`src/design/assert_macros.svh`:
```
// Assertion macros shared by the rms meter RTL.
`ifndef ASSERT_MACROS_SVH
`define ASSERT_MACROS_SVH

// Property checked on every clock edge outside reset.
`define RMSM_ASSERT(label, clk, rst_n, prop) \
    label: assert property (@(posedge clk) disable iff (!rst_n) (prop)) \
        else $error("rms_meter assertion failed");

// Implication checked on every clock edge outside reset.
`define RMSM_ASSERT_IMP(label, clk, rst_n, ante, cons) \
    label: assert property (@(posedge clk) disable iff (!rst_n) (ante) |=> (cons)) \
        else $error("rms_meter assertion failed");

`endif

```
`src/design/rmsm_pkg.sv`:
```
// Types and fixed constants of the rms meter.
`default_nettype none

package rmsm_pkg;

    localparam int SAMPLE_W   = 16;  // Q1.15 sample
    localparam int RMS_W      = 16;  // Q1.15 unsigned result
    localparam int SCNT_W     = 11;  // reported sample count
    localparam int SQ_W       = 31;  // square of a Q1.15 sample, at most 2^30
    localparam int RAD_W      = 32;  // radicand register, two bits per step
    localparam int SREM_W     = 20;  // partial remainder of the root
    localparam int SQRT_STEPS = 16;  // one result bit per step

    // Input request
    typedef struct packed {
        logic signed [SAMPLE_W-1:0] sample;
        logic                       last;
    } t_in;

    // Result request
    typedef struct packed {
        logic [RMS_W-1:0]  rms;
        logic [SCNT_W-1:0] sample_count;
        logic              overflow;
    } t_out;

    // Commands from the controller to the datapath
    typedef struct packed {
        logic acc;        // square the incoming sample
        logic div_init;   // clear the divider remainder
        logic div_step;   // one quotient bit
        logic sqrt_init;  // load the mean into the root unit
        logic sqrt_step;  // one root bit
        logic out_load;   // move the result out, clear the block state
    } t_cmd;

endpackage

`default_nettype wire

```
`src/design/rmsm_dp.sv`:
```
// Datapath: square and accumulate, restoring divider, digit-by-digit root, result register.
`default_nettype none

module rmsm_dp #(
    parameter int MAX_SAMPLES = 1024,
    parameter int CNT_W       = 11,
    parameter int SUM_W       = 41
) (
    input  wire logic          i_clk,
    input  wire logic          i_rst_n,
    input  wire rmsm_pkg::t_in i_in,
    input  wire rmsm_pkg::t_cmd i_cmd,
    output rmsm_pkg::t_out     o_out
);

    localparam logic [CNT_W-1:0] MAX_CNT = CNT_W'(MAX_SAMPLES);

    // Square stage
    logic signed [2*rmsm_pkg::SAMPLE_W-1:0] product;
    logic [rmsm_pkg::SQ_W-1:0]              r_sq;
    logic                                   r_pend;

    // Block state; r_sum doubles as the dividend / quotient shift register
    logic [SUM_W-1:0] r_sum, n_sum;
    logic [CNT_W-1:0] r_cnt, n_cnt;
    logic             r_ovf, n_ovf;
    logic [CNT_W-1:0] r_rem, n_rem;

    // Root unit
    logic [rmsm_pkg::RAD_W-1:0]  r_rad, n_rad;
    logic [rmsm_pkg::RMS_W-1:0]  r_root, n_root;
    logic [rmsm_pkg::SREM_W-1:0] r_srem, n_srem;

    // Divider step
    logic [CNT_W:0] div_trial;
    logic [CNT_W:0] div_diff;
    logic           div_ge;

    // Root step
    logic [rmsm_pkg::SREM_W-1:0] sq_shift;
    logic [rmsm_pkg::SREM_W-1:0] sq_trial;
    logic [rmsm_pkg::SREM_W-1:0] sq_diff;
    logic                        sq_ge;

    logic [rmsm_pkg::SCNT_W+CNT_W-1:0] cnt_ext;
    rmsm_pkg::t_out                    r_out;

    assign product = i_in.sample * i_in.sample;

    assign div_trial = {r_rem, r_sum[SUM_W-1]};
    assign div_ge    = div_trial >= {1'b0, r_cnt};
    assign div_diff  = div_trial - {1'b0, r_cnt};

    assign sq_shift = {r_srem[rmsm_pkg::SREM_W-3:0], r_rad[rmsm_pkg::RAD_W-1 -: 2]};
    assign sq_trial = {2'b00, r_root, 2'b01};
    assign sq_ge    = sq_shift >= sq_trial;
    assign sq_diff  = sq_shift - sq_trial;

    assign cnt_ext = {{rmsm_pkg::SCNT_W{1'b0}}, r_cnt};

    // Next state of sum, count, flag and divider
    always_comb begin
        n_sum = r_sum;
        n_cnt = r_cnt;
        n_ovf = r_ovf;
        n_rem = r_rem;
        if (r_pend) begin
            if (r_cnt != MAX_CNT) begin
                n_sum = r_sum + SUM_W'(r_sq);
                n_cnt = r_cnt + CNT_W'(1);
            end else begin
                n_ovf = 1'b1;
            end
        end
        if (i_cmd.div_init) begin
            n_rem = '0;
        end
        if (i_cmd.div_step) begin
            n_rem = div_ge ? div_diff[CNT_W-1:0] : div_trial[CNT_W-1:0];
            n_sum = {r_sum[SUM_W-2:0], div_ge};
        end
        if (i_cmd.out_load) begin
            n_sum = '0;
            n_cnt = '0;
            n_ovf = 1'b0;
        end
    end

    // Next state of the root unit; the mean never exceeds 2^30
    always_comb begin
        n_rad  = r_rad;
        n_root = r_root;
        n_srem = r_srem;
        if (i_cmd.sqrt_init) begin
            n_rad  = {1'b0, r_sum[rmsm_pkg::RAD_W-2:0]};
            n_root = '0;
            n_srem = '0;
        end else if (i_cmd.sqrt_step) begin
            n_rad  = {r_rad[rmsm_pkg::RAD_W-3:0], 2'b00};
            n_root = {r_root[rmsm_pkg::RMS_W-2:0], sq_ge};
            n_srem = sq_ge ? sq_diff : sq_shift;
        end
    end

    // Control state
    always_ff @(posedge i_clk) begin
        if (!i_rst_n) begin
            r_pend <= 1'b0;
            r_sum  <= '0;
            r_cnt  <= '0;
            r_ovf  <= 1'b0;
        end else begin
            r_pend <= i_cmd.acc;
            r_sum  <= n_sum;
            r_cnt  <= n_cnt;
            r_ovf  <= n_ovf;
        end
    end

    // Payload registers
    always_ff @(posedge i_clk) begin
        if (i_cmd.acc) begin
            r_sq <= product[rmsm_pkg::SQ_W-1:0];
        end
        r_rem  <= n_rem;
        r_rad  <= n_rad;
        r_root <= n_root;
        r_srem <= n_srem;
        if (i_cmd.out_load) begin
            r_out.rms          <= r_root;
            r_out.sample_count <= cnt_ext[rmsm_pkg::SCNT_W-1:0];
            r_out.overflow     <= r_ovf;
        end
    end

    assign o_out = r_out;

endmodule

`default_nettype wire

```
`src/design/rmsm_ctrl.sv`:
```
// Controller: sequences accumulation, division, root and result handshake.
`default_nettype none

module rmsm_ctrl #(
    parameter int SUM_W = 41
) (
    input  wire logic    i_clk,
    input  wire logic    i_rst_n,
    input  wire logic    i_valid,
    input  wire logic    i_last,
    output logic         o_ready,
    output logic         o_valid,
    input  wire logic    i_ready,
    output rmsm_pkg::t_cmd o_cmd
);

    localparam int STEP_W = $clog2(SUM_W);
    localparam logic [STEP_W-1:0] DIV_END  = STEP_W'(SUM_W - 1);
    localparam logic [STEP_W-1:0] SQRT_END = STEP_W'(rmsm_pkg::SQRT_STEPS - 1);

    localparam logic [2:0] S_ACC   = 3'd0;
    localparam logic [2:0] S_DRAIN = 3'd1;
    localparam logic [2:0] S_DIV   = 3'd2;
    localparam logic [2:0] S_SQI   = 3'd3;
    localparam logic [2:0] S_SQRT  = 3'd4;
    localparam logic [2:0] S_DONE  = 3'd5;

    logic [2:0]        r_state, n_state;
    logic [STEP_W-1:0] r_step, n_step;
    logic              r_valid, n_valid;
    logic              accept;
    logic              out_free;

    assign accept   = i_valid && (r_state == S_ACC);
    assign out_free = !r_valid || i_ready;

    // State transitions and commands
    always_comb begin
        n_state = r_state;
        n_step  = r_step;
        o_cmd   = '0;
        case (r_state)
            S_ACC: begin
                o_cmd.acc = accept;
                if (accept && i_last) begin
                    n_state = S_DRAIN;
                end
            end
            S_DRAIN: begin
                o_cmd.div_init = 1'b1;
                n_step         = '0;
                n_state        = S_DIV;
            end
            S_DIV: begin
                o_cmd.div_step = 1'b1;
                n_step         = r_step + STEP_W'(1);
                if (r_step == DIV_END) begin
                    n_state = S_SQI;
                end
            end
            S_SQI: begin
                o_cmd.sqrt_init = 1'b1;
                n_step          = '0;
                n_state         = S_SQRT;
            end
            S_SQRT: begin
                o_cmd.sqrt_step = 1'b1;
                n_step          = r_step + STEP_W'(1);
                if (r_step == SQRT_END) begin
                    n_state = S_DONE;
                end
            end
            S_DONE: begin
                if (out_free) begin
                    o_cmd.out_load = 1'b1;
                    n_state        = S_ACC;
                end
            end
            default: begin
                n_state = S_ACC;
            end
        endcase
    end

    // Result valid: set on load, cleared when taken
    always_comb begin
        n_valid = r_valid;
        if (o_cmd.out_load) begin
            n_valid = 1'b1;
        end else if (i_ready) begin
            n_valid = 1'b0;
        end
    end

    always_ff @(posedge i_clk) begin
        if (!i_rst_n) begin
            r_state <= S_ACC;
            r_step  <= '0;
            r_valid <= 1'b0;
        end else begin
            r_state <= n_state;
            r_step  <= n_step;
            r_valid <= n_valid;
        end
    end

    assign o_ready = (r_state == S_ACC);
    assign o_valid = r_valid;

endmodule

`default_nettype wire

```
`src/design/rms_meter.sv`:
```
// Block rms meter: one sample per cycle while accumulating; a closing divide and root produce each result.
// Throughput: one sample a cycle while a block accumulates.
// After a last sample, the one-bit-a-cycle divider runs its SUM_W steps, then the 16-step
// square root, before the result is loaded.
// No sample is taken meanwhile; an untaken result stalls input once the next one is ready.
// Reset (synchronous, active low) clears the sum, the count, the flag and the controller.
`default_nettype none
`include "assert_macros.svh"

module rms_meter #(
    parameter int MAX_SAMPLES = 1024
) (
    input  wire logic          i_clk,
    input  wire logic          i_rst_n,
    input  wire logic          i_valid,
    output logic               o_ready,
    input  wire rmsm_pkg::t_in i_in,
    output logic               o_valid,
    input  wire logic          i_ready,
    output rmsm_pkg::t_out     o_out
);

    localparam int CNT_W = $clog2(MAX_SAMPLES + 1);
    localparam int SUM_W = rmsm_pkg::SQ_W - 1 + CNT_W;
    localparam bit CNT_WRAPS = (MAX_SAMPLES > 2047);  // reported count is masked to 11 bits

    rmsm_pkg::t_cmd cmd;

    rmsm_ctrl #(
        .SUM_W (SUM_W)
    ) u_ctrl (
        .i_clk   (i_clk),
        .i_rst_n (i_rst_n),
        .i_valid (i_valid),
        .i_last  (i_in.last),
        .o_ready (o_ready),
        .o_valid (o_valid),
        .i_ready (i_ready),
        .o_cmd   (cmd)
    );

    rmsm_dp #(
        .MAX_SAMPLES (MAX_SAMPLES),
        .CNT_W       (CNT_W),
        .SUM_W       (SUM_W)
    ) u_dp (
        .i_clk   (i_clk),
        .i_rst_n (i_rst_n),
        .i_in    (i_in),
        .i_cmd   (cmd),
        .o_out   (o_out)
    );

    // A last sample closes the block: no sample is taken in the next cycle
    `RMSM_ASSERT_IMP(a_busy_after_last, i_clk, i_rst_n, i_valid && o_ready && i_in.last, !o_ready)
    // The root of a mean of Q1.15 squares never exceeds full scale
    `RMSM_ASSERT(a_rms_range, i_clk, i_rst_n, !o_valid || (o_out.rms <= 16'd32768))
    // Every reported block holds at least one sample
    `RMSM_ASSERT(a_count_nonzero, i_clk, i_rst_n, !o_valid || CNT_WRAPS || (|o_out.sample_count))

endmodule

`default_nettype wire

```
`config.mk`:
```
export PLATFORM = sky130hd
export DESIGN_NAME = rms_meter
export DESIGN_NICKNAME = d
export VERILOG_FILES = /design/src/design/rmsm_pkg.sv /design/src/design/rmsm_dp.sv /design/src/design/rmsm_ctrl.sv /design/src/design/rms_meter.sv
export VERILOG_INCLUDE_DIRS = /design/src /design/src/design
export SDC_FILE = /design/constraint.sdc
export NUM_CORES = 1
export LEC_CHECK = 0
export BUFFER_PORTS_ARGS = -buffer_cell sky130_fd_sc_hd__buf_2
export CORE_AREA = 2 2 325 246
export DETAILED_ROUTE_END_ITERATION = 7
export DIE_AREA = 0 0 327 248
export PLACE_DENSITY_LB_ADDON = 0.12
export SLEW_MARGIN = 5
export SYNTH_ARGS = -nofsm -noshare
export SYNTH_HDL_FRONTEND = slang
export SYNTH_HIERARCHICAL = 1
export SYNTH_SLANG_ARGS = --single-unit
```
`constraint.sdc`:
```
create_clock -name i_clk -period 17.4 [get_ports i_clk]
set_input_delay 1.74 -clock i_clk [delete_from_list [all_inputs] [get_ports i_clk]]
set_output_delay 1.74 -clock i_clk [all_outputs]
set_load 0.02 [all_outputs]
```
==> impl_metrics.env, run 1 <==
export IMPL_design_die_area_mm2=0.0811
export IMPL_chipWidth_um=327
export IMPL_count_of_buffers_added_by_post_cts_timing_repair_for_setup=0
export IMPL_buffer_ports_inserted=50
export IMPL_antenna_cells=0
export IMPL_fin_cells=3221
export IMPL_timing_slew_headroom=0.273
export IMPL_crit_path_start="i_in[16]"
export IMPL_area_growth_pct=9.47
export IMPL_worstPathMaxFanout=17
export IMPL_cts_sinks=199
export IMPL_netlist_instances=2158
export IMPL_drt_vias_per_instance=4.55
export IMPL_chipHeight_um=248
export IMPL_placed_wire_length_estimate_um=39300
export IMPL_layout_cells_most_common_list="inv_1, fa_1, nand2_1"
export IMPL_tightest_slew_ns=1.09
export IMPL_avgSynthCellArea_um2=9.32
export IMPL_grt_use_total=0.129
export IMPL_design_core_area_mm2=0.0781
export IMPL_drive_gt1_frac=0.0717
export IMPL_synth_distinct_cells=85
export IMPL_slew_viol_final=0
export IMPL_cts_root_buffer="clkbuf_16"
export IMPL_largest_net_degree_at_the_start_of_global_routing=67
export IMPL_final_hold_worst_slack_ns=0.457
export IMPL_timing_rr_end="u_dp/r_sum[29]"
export IMPL_criticalPathCategory="in2reg"
export IMPL_clock_path_buffers=2
export IMPL_grt_pass1_vias=15488
export IMPL_synth_ff_type="edfxtp_1"
export IMPL_holdCritPathClass="reg2reg"
export IMPL_netlist_area_mm2=0.0201
export IMPL_proportion_of_register_bits_with_asynchronous_set_or_reset_after_synthesis=0
export IMPL_fin_crit_ns=8.42
export IMPL_worstSetupStartpointType="input port"
export IMPL_initialDrtViolationCount=647
export IMPL_synth_seq_cells=199
export IMPL_final_min_period_over_clock_period=0.484
export IMPL_postCtsResizedCells=0
export IMPL_route_antenna_remaining_nets=0
export IMPL_reg2reg_setup_slack_ns=13.88
export IMPL_clock_skew_final_ns=0.0171
export IMPL_synth_seq_area_share=0.248
export IMPL_overflow=0
export IMPL_tritoncts="done"
export IMPL_critical_path_endpoint="u_dp/r_sq[30]"
export IMPL_ys_warn_count=6
export IMPL_hold_path_cell_count=0
export IMPL_final_util=0.282
export IMPL_critPathCaptureType="flop"
export IMPL_grt_antenna_before_repair=0
export IMPL_drtPass1Iterations=5
export IMPL_clk_insertion_delay_late_ns=0.45
export IMPL_fin_setup_tns_ns=0
export IMPL_crit_arrival_ns=8.62
export IMPL_wire_per_inst_um=15.5
export IMPL_placed_cells=3189
export IMPL_syn_num_nets=2560
export IMPL_cts_clk_slew_worst_paths_ns=0.09
export IMPL_reported_max_cap_violation_count=0
export IMPL_ctsHtreeMaxLevel=4
export IMPL_post_cts_hold_buffer_count=0
export IMPL_grt_pass1_wl_um=83700
export IMPL_final_net_count=2564
export IMPL_max_freq_mhz=119
export IMPL_drt_drc_violations_left=0
export IMPL_io_pin_count=51
export IMPL_synth_edff_count=100
export IMPL_worstPathRequired_ns=17.60
export IMPL_wirelength_um=50100
export IMPL_start_of_the_worst_register_to_register_path="u_dp/r_sq[2]"
export IMPL_status="complete, no violations"
export IMPL_number_of_buffers_created_by_cts=17
export IMPL_timing_hold_violations_final=0
export IMPL_gp_congestion=0.780
export IMPL_layout_cells_most_common="inv_1"
export IMPL_ff2ff_path_depth=9
export IMPL_finalSetupViolCount=0
export IMPL_std_cell_rows=89
export IMPL_detailroute_via_count=14664
export IMPL_grt_setup_unrepaired="false"
export IMPL_initial_core_util=0.258
[critical path: stages]
cell       delay (ns)
buf_2            0.33
clkinv_1         0.60
nor2_1           0.41
fa_1             0.54
inv_1            0.25
fa_1             0.43
inv_1            0.08
fa_1             0.43
fa_1             0.47
fa_1             0.55
inv_1            0.05
fa_1             0.53
inv_1            0.04
ha_1             0.36
a21o_1           0.23
a211oi_1         0.29
o21ai_0          0.17
a31o_2           0.26
a31oi_1          0.37
o2111ai_1        0.18
a21oi_1          0.19
xnor2_1          0.09
[stage by stage]
step / instance area (µm²) / setup slack [ns]
floorplan: 20100 / 9.69
global placement: 21400 / 8.56
detailed placement: 21400 / 8.45
CTS: 22000 / 8.93
global route: 22000 / 8.42
finish: 22000 / 8.98
[cells by family after synthesis]
| group | after synthesis | synth area share |
|---|---|---|
| and+or+nand+nor | 519 | 0.122 |
| adders and majority gates | 381 | 0.323 |
| AOI/OAI and AO/OA | 389 | 0.130 |
| DFF | 199 | 0.248 |
| buffers and inverters | 503 | 0.0980 |
| xor gates and xnor gates | 93 | 0.0405 |
| muxes | 74 | 0.0389 |
[sequential cells by signal, summed over array words and instances, names as in the netlist]
name,count
u_dp/r_cnt,11
u_dp/r_ovf,1
u_ctrl/r_state,3
u_dp/o_out,28
u_dp/r_rad,32
u_dp/r_srem,18
u_dp/r_pend,1
u_dp/r_sq,30
u_dp/r_rem,11
u_ctrl/o_valid,1
u_dp/r_sum,41
u_dp/r_root,16
u_ctrl/r_step,6
[routing by layer]
layer  vias to the layer above  track usage  wire length [µm]
met5                         -            0                 0
met4                         0       0.0220               451
met3                        27       0.0150              1170
met2                       160        0.206             22300
met1                      7351        0.189             26100
li1                       7126            -                 -
[area by class of cell]
| cell class | count | area (µm²) |
|---|---|---|
| multi-input cells | 1456 | 13200 |
| inverters | 426 | 1600 |
| well taps | 1046 | 1310 |
| clock inverters | 11 | 134 |
| flip-flops and latches | 199 | 4980 |
| repair buffers | 62 | 340 |
| clock buffers | 21 | 472 |
| fillers | 8245 | 56000 |
[synth_stat cells (all sizes together), types with 33 or more instances]
cell | n | area [µm²]
inv | 423 | 1590
fa | 231 | 4620
nand2 | 165 | 619
ha | 150 | 1880
nor2 | 147 | 552
a21oi | 102 | 518
edfxtp | 100 | 3000
dfxtp | 99 | 1980
o21ai | 73 | 373
xnor2 | 73 | 639
clkbuf | 49 | 184
a21o | 42 | 315
mux2i | 41 | 410
nand3 | 36 | 180
and2 | 35 | 219
mux2 | 33 | 372
[worst min-delay path by stage]
stage,startpoint,to
2_1_floorplan,u_dp/r_ovf,u_dp/o_out[0]
3_3_place_gp,u_dp/r_ovf,u_dp/o_out[0]
3_5_place_dp,u_dp/r_ovf,u_dp/o_out[0]
4_1_cts,u_dp/r_ovf,u_dp/o_out[0]
5_1_grt,u_dp/r_ovf,u_dp/o_out[0]
6_report,u_dp/r_ovf,u_dp/o_out[0]
Power of run 1 is left out: the tool's default activity adds up to more than one toggle a clock period on the data nets, which glitch-free logic cannot reach.
==> run 2: changes to the inputs <==
==> constraint.sdc (replaced) <==
create_clock -name i_clk -period 7.27 [get_ports i_clk]
set_input_delay 0.727 -clock i_clk [delete_from_list [all_inputs] [get_ports i_clk]]
set_output_delay 0.727 -clock i_clk [all_outputs]
set_load 0.02 [all_outputs]
==> impl_metrics.env, run 2 (synthesized netlist as in run 1, its figures left out) <==
export IMPL_largest_register_ff_count=41
export IMPL_number_of_buffers_created_by_cts=17
export IMPL_clock_path_buffers=2
export IMPL_drtPass1Iterations=7
export IMPL_antenna_cells=0
export IMPL_std_cell_rows=89
export IMPL_layout_cells_most_common="inv_1"
export IMPL_wire_per_inst_um=15.4
export IMPL_grt_setup_unrepaired="false"
export IMPL_io_pin_count=51
export IMPL_final_min_period_over_clock_period=0.916
export IMPL_top_regs="u_dp/r_sum: 41 flops, u_dp/r_rad: 32 flops, u_dp/r_sq: 30 flops"
export IMPL_finalSetupViolCount=0
export IMPL_drt_drc_violations_left=0
export IMPL_fin_cells=3245
export IMPL_timing_slew_headroom=0.307
export IMPL_slew_viol_final=0
export IMPL_chipWidth_um=327
export IMPL_wirelength_um=49900
export IMPL_worstPathMaxFanout=13
export IMPL_grt_pass1_vias=15519
export IMPL_max_freq_mhz=150
export IMPL_buffer_ports_inserted=50
export IMPL_clock_skew_final_ns=0.0102
export IMPL_fin_crit_ns=6.66
export IMPL_chipHeight_um=248
export IMPL_status="complete, no violations"
export IMPL_route_antenna_remaining_nets=0
export IMPL_reported_max_cap_violation_count=0
export IMPL_critPathCaptureType="flop"
export IMPL_timing_hold_violations_final=0
export IMPL_worstPathRequired_ns=7.52
export IMPL_detailroute_via_count=14647
export IMPL_count_of_buffers_added_by_post_cts_timing_repair_for_setup=0
export IMPL_worstSetupStartpointType="input port"
export IMPL_grt_use_total=0.129
export IMPL_cts_clk_slew_worst_paths_ns=0.08
export IMPL_grt_pass1_wl_um=83900
export IMPL_largest_register="u_dp/r_sum"
export IMPL_criticalPathCategory="in2reg"
export IMPL_grt_antenna_before_repair=0
export IMPL_placed_wire_length_estimate_um=39800
export IMPL_post_cts_hold_buffer_count=0
export IMPL_cts_root_buffer="clkbuf_16"
export IMPL_placed_cells=3213
export IMPL_area_growth_pct=10.3
export IMPL_post_route_worst_setup_slack_ns=0.610
export IMPL_tritoncts="done"
export IMPL_initial_core_util=0.258
export IMPL_crit_arrival_ns=6.91
export IMPL_clk_insertion_delay_late_ns=0.45
export IMPL_design_die_area_mm2=0.0811
export IMPL_final_net_count=2588
export IMPL_pre_cts_slack_ns=0.149
export IMPL_tightest_slew_ns=1.03
export IMPL_drive_gt1_frac=0.0819
export IMPL_drt_vias_per_instance=4.51
export IMPL_gp_congestion=0.801
export IMPL_ctsHtreeMaxLevel=4
export IMPL_initialDrtViolationCount=761
export IMPL_holdCritPathClass="reg2reg"
export IMPL_cts_sinks=199
export IMPL_postCtsResizedCells=0
export IMPL_layout_cells_most_common_list="inv_1, fa_1, nand2_1"
export IMPL_fin_setup_tns_ns=0
export IMPL_overflow=0
export IMPL_design_core_area_mm2=0.0781
export IMPL_largest_net_degree_at_the_start_of_global_routing=52
-- run 2: critical path: stages --
cell      delay, ns
buf_2          0.28
buf_4          0.23
nand2_1        0.11
fa_1           0.54
fa_1           0.44
fa_1           0.52
inv_1          0.05
fa_1           0.46
fa_1           0.54
inv_1          0.05
fa_1           0.53
inv_1          0.04
ha_1           0.34
and3_1         0.32
nand3_1        0.11
o21ai_0        0.51
a41oi_1        0.26
buf_4          0.22
o21bai_1       0.18
nand2_1        0.11
o311ai_0       0.33
-- run 2: routing by layer --
layer	routed length [µm]	up-vias	GRT usage	part of all wire
met4	275	0	0.0162	0.0055
met2	22100	178	0.204	0.44
met1	26000	7277	0.192	0.52
met5	0	-	0	0
met3	1520	20	0.0181	0.031
li1	-	7172	-	-
-- run 2: final cells by class --
class                   instances  area [µm²]
flip-flops and latches        199        4980
clock inverters                12         139
clock buffers                  20         458
multi-input cells            1456       13200
repair buffers                 86         520
fillers                      8247       55900
inverters                     426        1600
well taps                    1046        1310
-- run 2: stage by stage --
| stage | hold WS [ns] | util | instance area, µm² |
|---|---|---|---|
| after CTS | 0.483 | 0.284 | 22200 |
| after global placement | 0.456 | 0.277 | 21600 |
| after global routing | 0.487 | 0.284 | 22200 |
| final | 0.465 | 0.284 | 22200 |
| after detailed placement | 0.461 | 0.277 | 21600 |
| after floorplan | 0.409 | - | 20100 |
-- run 2: path summary, 6_finish.rpt --
path | from | to | slack, ns | depth (start not counted)
setup / recovery | i_in[3] | u_dp/r_sq[29] | 0.61 | 21
hold reg to reg | u_dp/r_ovf | u_dp/o_out[0] | 0.46 | 0
hold / removal | u_dp/r_ovf | u_dp/o_out[0] | 0.46 | 0
setup reg to reg | u_ctrl/r_state[1] | u_dp/r_sum[30] | 3.72 | 8
Power of run 2 is left out for the same reason.
==> run 3: changes to the inputs <==
--- a/config.mk
+++ b/config.mk
@@ -8,6 +8,7 @@
 export LEC_CHECK = 0
 export BUFFER_PORTS_ARGS = -buffer_cell sky130_fd_sc_hd__buf_2
 export CORE_AREA = 2 2 325 246
+export CTS_CLUSTER_SIZE = 20
 export DETAILED_ROUTE_END_ITERATION = 7
 export DIE_AREA = 0 0 327 248
 export PLACE_DENSITY_LB_ADDON = 0.12
==> constraint.sdc (replaced) <==
create_clock -name i_clk -period 7.27 [get_ports i_clk]
set_input_delay 1.454 -clock i_clk [delete_from_list [all_inputs] [get_ports i_clk]]
set_output_delay 1.454 -clock i_clk [all_outputs]
set_load 0.02 [all_outputs]
==> impl_metrics.env, run 3 (synthesized netlist as in run 1, its figures left out) <==
export IMPL_status="complete, no violations"
export IMPL_design_core_area_mm2=0.0781
export IMPL_detailroute_via_count=14972
export IMPL_largest_register="u_dp/r_sum"
export IMPL_drt_vias_per_instance=4.46
export IMPL_slowest_stage="fa_1"
export IMPL_chipWidth_um=327
export IMPL_io_pin_count=51
export IMPL_worstPathMaxFanout=8
export IMPL_crit_arrival_ns=7.16
export IMPL_area_growth_pct=14.9
export IMPL_largest_net_degree_at_the_start_of_global_routing=52
export IMPL_finalSetupViolCount=0
export IMPL_chipHeight_um=248
export IMPL_route_antenna_remaining_nets=0
export IMPL_reg2reg_setup_slack_ns=3.81
export IMPL_worstPathRequired_ns=7.48
export IMPL_clk_insertion_delay_late_ns=0.45
export IMPL_top_regs="u_dp/r_sum: 41 flops, u_dp/r_rad: 32 flops, u_dp/r_sq: 30 flops"
export IMPL_wirelength_um=50100
export IMPL_drtPass1Iterations=5
export IMPL_layout_cells_most_common="inv_1"
export IMPL_tritoncts="done"
export IMPL_cts_clk_slew_worst_paths_ns=0.08
export IMPL_drt_drc_violations_left=0
export IMPL_final_hold_worst_slack_ns=0.458
export IMPL_ctsHtreeMaxLevel=4
export IMPL_placed_cells=3328
export IMPL_criticalPathCategory="in2reg"
export IMPL_timing_slew_headroom=0.319
export IMPL_cts_root_buffer="clkbuf_16"
export IMPL_max_freq_mhz=144
export IMPL_post_cts_hold_buffer_count=0
export IMPL_wire_per_inst_um=14.9
export IMPL_min_delay_start="u_dp/r_ovf"
export IMPL_grt_pass1_vias=15779
export IMPL_std_cell_rows=89
export IMPL_clock_skew_final_ns=0.0123
export IMPL_count_of_buffers_added_by_post_cts_timing_repair_for_setup=0
export IMPL_timing_rr_end="u_dp/r_sum[20]"
export IMPL_design_die_area_mm2=0.0811
export IMPL_placed_wire_length_estimate_um=40700
export IMPL_worst_stage_delay_on_the_critical_path_ns=0.54
export IMPL_reported_max_cap_violation_count=0
export IMPL_grt_use_total=0.129
export IMPL_gp_congestion=0.804
export IMPL_initialDrtViolationCount=609
export IMPL_ff2ff_path_depth=8
export IMPL_layout_cells_most_common_list="inv_1, fa_1, nand2_1"
export IMPL_timing_hold_violations_final=0
export IMPL_critPathCaptureType="flop"
export IMPL_cts_sinks=199
export IMPL_fin_crit_ns=6.95
export IMPL_fin_setup_tns_ns=0
export IMPL_final_util=0.296
export IMPL_fin_cells=3360
export IMPL_grt_antenna_before_repair=0
export IMPL_worst_hold_path_endpoint="u_dp/o_out[0]"
export IMPL_final_min_period_over_clock_period=0.956
export IMPL_clock_path_buffers=2
export IMPL_hold_path_cell_count=0
export IMPL_grt_pass1_wl_um=84000
export IMPL_tightest_slew_ns=1.02
export IMPL_buffer_ports_inserted=50
export IMPL_antenna_cells=0
export IMPL_worstSetupStartpointType="input port"
export IMPL_grt_setup_unrepaired="false"
export IMPL_drive_gt1_frac=0.132
export IMPL_overflow=0
export IMPL_largest_register_ff_count=41
export IMPL_holdCritPathClass="reg2reg"
export IMPL_initial_core_util=0.258
export IMPL_final_net_count=2703
export IMPL_slew_viol_final=0
export IMPL_start_of_the_worst_register_to_register_path="u_ctrl/r_state[1]"
export IMPL_number_of_buffers_created_by_cts=17
export IMPL_postCtsResizedCells=0
-- run 3: final cells by class --
cell class              instances  area (µm²)
flip-flops and latches        199        4980
fillers                      8220       54900
clock inverters                15         170
multi-input cells            1456       13200
well taps                    1046        1310
inverters                     426        1600
repair buffers                201        1420
clock buffers                  17         425
-- run 3: worst max-delay path: cells and delay by family --
family | cells | cell delay [ns]
AOI/OAI and AO/OA | 6 | 1.17
adders and majority gates | 7 | 3.33
buffers and inverters | 9 | 0.81
and+or+nand+nor | 2 | 0.31
xor gates and xnor gates | 1 | 0.06
-- run 3: worst max-delay path by stage --
stage,depth (start not counted),endpoint,slack (ns),start
after floorplan,22,u_dp/r_sq[30],0.01,i_in[5]
after detailed placement,23,u_dp/r_sq[30],-0.28,i_in[16]
after global placement,23,u_dp/r_sq[30],-0.28,i_in[16]
after global routing,25,u_dp/r_sq[30],0.01,i_in[6]
final,25,u_dp/r_sq[27],0.32,i_in[6]
after CTS,23,u_dp/r_sq[30],0.19,i_in[16]
-- run 3: metal layers --
metal	up-vias	global-route usage	wire, µm
met3	18	0.0169	1390
met5	-	0	0
li1	7408	-	-
met2	158	0.202	21700
met1	7388	0.193	26600
met4	0	0.0189	310
-- run 3: metrics by stage --
stage	instance area (µm²)	setup slack, ns
global route	23100	0.0106
global placement	22500	-0.279
CTS	23100	0.191
detailed placement	22500	-0.278
finish	23100	0.320
floorplan	20100	0.0143
Power of run 3 is left out for the same reason.
